**src/rtl/core/cla_pkg.sv**
```systemverilog
// ----------------------------------------------------------------------------
// cla_pkg
// shared types and constants of the liquidity amount pipeline
// ----------------------------------------------------------------------------
package cla_pkg;

  localparam int AMT_W     = 63;
  localparam int PRICE_W   = 64;
  localparam int PROD_W    = 128;
  localparam int DIV_STEPS = AMT_W;

  localparam logic [1:0] ST_OK       = 2'd0;
  localparam logic [1:0] ST_SAT      = 2'd1;
  localparam logic [1:0] ST_ZERO_DIV = 2'd2;
  localparam logic [1:0] ST_BAD_RNG  = 2'd3;

  localparam logic [AMT_W-1:0] AMT_MAX = {AMT_W{1'b1}};

  typedef struct packed {
    logic             valid;
    logic [1:0]       status;
    logic             use0;
    logic             sat;
    logic [AMT_W-1:0] amt1;
  } side_t;

endpackage

```
**src/rtl/core/cla_front.sv**
```systemverilog
// ----------------------------------------------------------------------------
// cla_front
// range classification and selection of the multiplier operands
// ----------------------------------------------------------------------------
module cla_front (
  input  logic                   clk,
  input  logic                   rst_n,
  input  logic                   en,
  input  logic                   in_valid,
  input  logic [62:0]            liquidity,
  input  logic [63:0]            sqrt_price,
  input  logic [63:0]            sqrt_price_lower,
  input  logic [63:0]            sqrt_price_upper,
  output cla_pkg::side_t         side,
  output logic [63:0]            liq,
  output logic [63:0]            d0,
  output logic [63:0]            p,
  output logic [63:0]            q,
  output logic [63:0]            d1
);
  import cla_pkg::*;

  side_t       side_r, side_nxt;
  logic [63:0] liq_r, d0_r, p_r, q_r, d1_r;
  logic [63:0] d0_nxt, p_nxt, q_nxt, d1_nxt;

  always_comb begin
    side_nxt        = '0;
    side_nxt.valid  = in_valid;
    d0_nxt          = '0;
    p_nxt           = 64'd1;
    q_nxt           = 64'd1;
    d1_nxt          = '0;
    if (sqrt_price_lower >= sqrt_price_upper) begin
      side_nxt.status = ST_BAD_RNG;
    end else if (sqrt_price <= sqrt_price_lower) begin
      if (sqrt_price_lower == 64'd0) begin
        side_nxt.status = ST_ZERO_DIV;
      end else begin
        side_nxt.use0 = 1'b1;
        d0_nxt        = sqrt_price_upper - sqrt_price_lower;
        p_nxt         = sqrt_price_lower;
        q_nxt         = sqrt_price_upper;
      end
    end else if (sqrt_price >= sqrt_price_upper) begin
      d1_nxt = sqrt_price_upper - sqrt_price_lower;
    end else begin
      side_nxt.use0 = 1'b1;
      d0_nxt        = sqrt_price_upper - sqrt_price;
      p_nxt         = sqrt_price;
      q_nxt         = sqrt_price_upper;
      d1_nxt        = sqrt_price - sqrt_price_lower;
    end
  end

  always_ff @(posedge clk) begin
    if (!rst_n) begin
      side_r <= '0;
    end else if (en) begin
      side_r <= side_nxt;
    end
  end

  always_ff @(posedge clk) begin
    if (en) begin
      liq_r <= {1'b0, liquidity};
      d0_r  <= d0_nxt;
      p_r   <= p_nxt;
      q_r   <= q_nxt;
      d1_r  <= d1_nxt;
    end
  end

  assign side = side_r;
  assign liq  = liq_r;
  assign d0   = d0_r;
  assign p    = p_r;
  assign q    = q_r;
  assign d1   = d1_r;

endmodule

```
**config.mk**
```make
export PLATFORM = sky130hd
export DESIGN_NAME = cla_front
export DESIGN_NICKNAME = d
export VERILOG_FILES = /design/src/rtl/core/cla_pkg.sv /design/src/rtl/core/cla_front.sv
export SDC_FILE = /design/constraint.sdc
export NUM_CORES = 1
export LEC_CHECK = 0
export BUFFER_PORTS_ARGS = -buffer_cell sky130_fd_sc_hd__buf_2
export CAP_MARGIN = 20
export CORE_AREA = 3 3 253 255
export DETAILED_ROUTE_END_ITERATION = 16
export DIE_AREA = 0 0 256 258
export SLEW_MARGIN = 15
export SYNTH_ARGS = -nofsm -noshare
export SYNTH_HDL_FRONTEND = slang
export SYNTH_SLANG_ARGS = --single-unit
```
**constraint.sdc**
```tcl
create_clock -name clk -period 7.5 [get_ports clk]
set_input_delay 0.75 -clock clk [delete_from_list [all_inputs] [get_ports clk]]
set_output_delay 0.75 -clock clk [all_outputs]
set_load 0.05 [all_outputs]
```
### Word-level counts from Yosys, hierarchy flattened

Index checks and enable logic that the tools add are counted.

| word-level totals | value |
|---|---|
| input port bits | 259 |
| logic and storage cells | 33 |
| output and inout bits | 388 |
| bits in registers | 323 |

| operators by class | value |
|---|---|
| mux-type cells | 17 |
| order comparisons | 3 |
| reduce and logical (&&, ||, !) cells | 2 |
| add/subtract/negate cells | 3 |

Operators with widths:

| kind | number |
|---|---|
| $mux 64 | 10 |
| $sub 64x64->64 | 3 |
| $ge 64x64->1 | 2 |
| $le 64x64->1 | 1 |
| $logic_not 64->1 | 1 |
| $mux 2 | 3 |
| $mux 1 | 4 |
| $reduce_or 2->1 | 1 |

### Depth between registers and ports, before layout

| logic depth | value |
|---|---|
| word-level depth | 4 |
| depth in mapped cells | 16 |
| mapped depth without buffers | 14 |

### Worst setup path before layout

Ideal clock, no wire load.

| timing path | value |
|---|---|
| path kind | input -> register |
| from | in sqrt_price[0] |
| to | reg q_r[15], in the netlist q[15] (data pin) |
| path buffers | 3 |
| cell stages on the path | 16 |
| arrival | 3.420 ns |
| data required time | 7.245 ns |
| setup time | 0.255 ns |
| setup slack | 3.825 ns |
| cells stage by stage | inv_1 ha_1 inv_1 fa_1 a211oi_1 o21ai_1 o21ai_1 a21oi_1 a211oi_2 o22ai_1 buf_2 o211a_1 o21ba_2 buf_2 buf_2 and2_1 |

| on the way | value |
|---|---|
| longest elaborated chain between the ends | 3 |
| elaborated cells on any way between the ends | 4 |

Ends and longest elaborated chain:

| element | line | RTL |
|---|---|---|
| start, declared | cla_front.sv:11 | `input logic [63:0] sqrt_price,` |
| $ge 64x64->1 | cla_front.sv:45 | `end else if (sqrt_price >= sqrt_price_upper) begin` |
| $mux 64 | cla_front.sv:45 |  |
| $mux 64 * | cla_front.sv:36 | `end else if (sqrt_price <= sqrt_price_lower) begin` |
| end signal, assigned | cla_front.sv:69 | `q_r <= q_nxt;` |
| end, declared | cla_front.sv:24 | `logic [63:0] liq_r, d0_r, p_r, q_r, d1_r;` |

Every way passes the cells marked *; elsewhere a longest branch is shown, timed or not.
A chain may end at the register's enable or synchronous reset.

### Worst setup path in the final report

| timing path | value |
|---|---|
| from | in sqrt_price_lower[19] |
| to | reg d1_r[61], in the netlist d1[61] (data pin) |

| on the way | value |
|---|---|
| longest elaborated chain between the ends | 2 |
| elaborated cells on any way between the ends | 6 |

Ends and longest elaborated chain:

| element | line | RTL |
|---|---|---|
| start, declared | cla_front.sv:12 | `input logic [63:0] sqrt_price_lower,` |
| $sub 64x64->64 (tied with other cells) | cla_front.sv:52 | `d1_nxt = sqrt_price - sqrt_price_lower;` |
| $mux 64 or $reduce_or 2->1 (tied branches) | - |  |
| end signal, assigned | cla_front.sv:70 | `d1_r <= d1_nxt;` |
| end, declared | cla_front.sv:24 |  |

Several ways; a longest one is shown, not always the timed one.

==> qor.csv <==
stage,metric,value,unit
route,First-pass DRT Iterations,6,
route,Met1 Wirelength,49800,um
run_status,status,"complete, no violations",
route,remaining antenna violation count,0,
route,starting DRC count in detailed routing,2691,
die,Die Ht,258,um
worst_setup_path,Crit path max-delay family,simple AND/OR/NAND/NOR gates,
power,power density over the cells,228,mW/mm^2
route,met3 wire len,10400,um
worst_setup_path,R2R depth,2,
worst_setup_path,CP max stage delay,1030,ps
synthesis,multiplexer share of the synthesized area,0.279,%
synthesis,Post-Synth XOR/XNOR Area,5.89,%
worst_setup_path,FF-to-FF End,side[66],
worst_setup_path,Levels on crit path,15,
cts,Post-CTS Setup Repair Bufs,0,
cts,CTS tree,yes,
synthesis,synthesized area,0.0256,mm^2
worst_setup_path,worst path required time,7830,ps
cts,clock-pin slew on the worst setup and hold paths,60,ps
die,FP Rows,91,
grt,largest net degree at the start of global routing,163,
timing,slew of the pin with the lowest slew margin,1200,ps
placement,IO buf count,581,
worst_setup_path,reg2reg start,side[66],
timing,Worst Skew,0,ps
timing,final hold violation count,0,
placement,DP HPWL,95600,um
worst_setup_path,critical path launch point,sqrt_price_lower[19],
cts,hold_buf cts,0,
synthesis,post-synthesis cell count,2902,
layout,"commonest non-fill, non-tap cells in the layout","buf_2 (580), edfxtp_1 (319), a21oi_1 (288)",
layout,"leading cell type in the layout, fill and taps excluded",buf_2,
synthesis,Post-Synth Simple-Gate Area,16.4,%
cts,worst skew pair latency,590,ps
grt,number of global-route vias before repair,24600,
timing,Final setup viols,0,
synthesis,Compound-Gate Fraction of Synth Area,23.1,%
synthesis,Mean Syn Cell Area,8.82,um^2
placement,RD Place Congestion,1.02,
worst_setup_path,slowest CP cell,nor4_1,
placement,# placed instances,4194,
timing,Max Slew Vio Count,0,
route,WL per Instance,27.4,um
timing,f_max,194,MHz
synthesis,register area share after synthesis,37.8,%
worst_setup_path,CP max FO,51,
worst_setup_path,startpoint types,input port,
synthesis,"Top FF cell, synth",edfxtp_1,
worst_setup_path,WP data arrival,5500,ps
route,DRC viols,0,
layout,fin nets,3851,
worst_setup_path,Crit. End Element,flip-flop,
timing,unrepaired setup endpoints after global routing,no,
timing,setup TNS,0,ps
layout,Filler cells,6006,
cts,Post-CTS Resized,0,
route,number of vias in the routed layout,25600,
route,top sig layer,met5,
synthesis,post-synth cell types,82,
synthesis,fraction of registers with async set/reset,0,%
worst_setup_path,"Cell Chain, Critical Path",buf_2 -> inv_1 -> ha_1 -> nand4_1 -> nor4_1 -> and4b_1 -> a22oi_1 -> o211ai_1 -> o31a_2 -> buf_4 -> and2b_1 -> nand2_2 -> buf_4 -> a211oi_1 -> or3_1,
grt,initial antenna violation count,5,
worst_setup_path,worst setup path endpoint,d1[61],
layout,register area,0.00966,mm^2
die,Die X,256,um
cts,CTS Buffer Depth,3,
die,Total Die Area,0.0660,mm^2
route,final WL,117000,um
layout,layout cells sized above 1,20.5,%
grt,first-pass GRT wire length,168000,um
cts,Sink Count,323,
grt,GRT overflow,0,
worst_setup_path,R2R setup slack,6840,ps
route,routed wire length on met2,53200,um
route,DR vias/cell,6.01,
timing,part of the cycle the worst path needs,68.8,%
hold_path,Hold WC Path Type,input port to flip-flop,
synthesis,YS warnings,0,
timing,Slew headroom,19.3,%
layout,P&R area growth vs syn,18.3,%
synthesis,Synth Register Bits,323,
worst_setup_path,Most Frequent Cell on Critical Path,buf_4,
cts,# H-tree levels,2,
die,initial core utilization,41.4,%
timing,fin crit period,5160,ps
flow_run,Max Cap Violations,0,
layout,footprint of the multi-input gates,0.0144,mm^2
cts,root buf cell,clkbuf_16,
synthesis,largest family of logic cells by synthesized area,compound AO/OA/AOI/OAI gates,
synthesis,number of synthesized flops with an enable pin,319,
grt,gr usage total,33.8,%
worst_setup_path,buffers and inverters on the worst path,4,
cts,CTS buffer count,38,
layout,post-route insts no fill,4263,
synthesis,Post-Synth Adder-Cell Area,9.62,%
power,Leak Pwr,13.0,nW
power,Peak VDD IR,166,uV
worst_setup_path,critical setup path kind,input port to flip-flop,
die,core area,0.0618,mm^2
die,Ports,647,
==> final cells by class <==
type	count	share of cell area [%]
Clock buffer	46	3.31
Sequential cell	323	31.9
Tap cell	837	3.46
Timing Repair Buffer	608	10.4
Clock inverter	22	0.988
Antenna cell	1	0.00827
Inverter	180	2.23
Multi-Input combinational cell	2246	47.7
==> cell usage after synthesis, types with 6 or more instances <==
cell type / instances / share of area, %
o221ai_1: 7 / 0.24
nor3_1: 51 / 1.0
o211ai_1: 21 / 0.62
buf_4: 65 / 1.9
a21boi_0: 8 / 0.23
nor2_1: 231 / 3.4
xnor2_1: 104 / 3.6
and2_1: 73 / 1.8
a22o_1: 9 / 0.31
a21o_1: 83 / 2.4
nand2b_1: 19 / 0.46
edfxtp_1: 319 / 37
o22ai_1: 11 / 0.27
nand4_1: 81 / 2.0
nor4_1: 26 / 0.64
a221oi_1: 8 / 0.27
nand3_1: 42 / 0.82
nand2_1: 285 / 4.2
xor2_1: 68 / 2.3
o21ai_0: 138 / 2.7
a211oi_1: 27 / 0.79
o21a_1: 38 / 1.1
o31ai_1: 18 / 0.53
mux2i_1: 6 / 0.23
and3_1: 21 / 0.51
o2111ai_1: 7 / 0.24
a21oi_1: 288 / 5.6
a31oi_1: 21 / 0.51
o21bai_1: 36 / 1.1
buf_2: 40 / 0.78
inv_1: 180 / 2.6
clkbuf_1: 110 / 1.6
o21ai_1: 26 / 0.51
or3_1: 19 / 0.46
ha_1: 192 / 9.4
o2bb2ai_1: 6 / 0.21
a22oi_1: 101 / 3.0
o31a_1: 7 / 0.24
nor2b_1: 13 / 0.32
==> how the worst min path moves through the flow <==
stage	endpoint	startpoint	slack, ps	cells past startpoint
final	liq[28]	liquidity[28]	330	1
after CTS	liq[28]	liquidity[28]	300	1
after floorplan	side[64]	side[64]	740	2
after detailed placement	side[65]	side[65]	500	2
after global routing	liq[41]	liquidity[41]	320	1
after global placement	side[65]	side[65]	500	2
==> where the power goes <==
| part | internal, mW | switching (mW) | total [mW] | leakage (nW) |
|---|---|---|---|---|
| logic | 0.722 | 1.98 | 2.70 | 9.29 |
| registers | 2.18 | 0.0600 | 2.24 | 3.09 |
| clock network | 1.14 | 0.832 | 1.97 | 0.615 |
==> routing by layer <==
layer  track usage (%)  up-vias
li1                  -    11500
met1              46.4    12500
met2              54.9     1468
met3              6.45      175
met4              8.93        2
met5                 0        -
==> per-stage QoR <==
| step | setup slack [ps] | utilization, % | area (um^2) | power (mW) | hold slack (ps) |
|---|---|---|---|---|---|
| floorplan | 3830 | - | 25800 | 4.07 | 743 |
| global placement | 1750 | 46.8 | 28900 | 4.92 | 497 |
| CTS | 2380 | 48.9 | 30300 | 6.89 | 304 |
| finish | 2340 | 48.9 | 30300 | 6.91 | 331 |
| global route | 2310 | 48.9 | 30300 | 7.16 | 317 |
| detailed placement | 1810 | 46.8 | 29000 | 4.92 | 501 |
==> state kept, by name, summed over array words and instances (netlist names) <==
name and count:
liq 63, d0 64, side 4, p 64, q 64, d1 64
==> logic make-up after synthesis <==
group | after synthesis
multiplexers | 7
AND/OR/NAND/NOR | 888
XOR/XNOR | 172
buffers and inverters | 397
flip-flops | 323
AO/OA/AOI/OAI | 919
adder cells (fa/ha/maj) | 195
other | 1
==> worst register-to-register path, stage by stage, from the launching register on <==
cell	delay, ps
dfxtp_1	310
o21ai_0	140
a21oi_1	60
No activity file was read; power rests on OpenSTA's default activity.
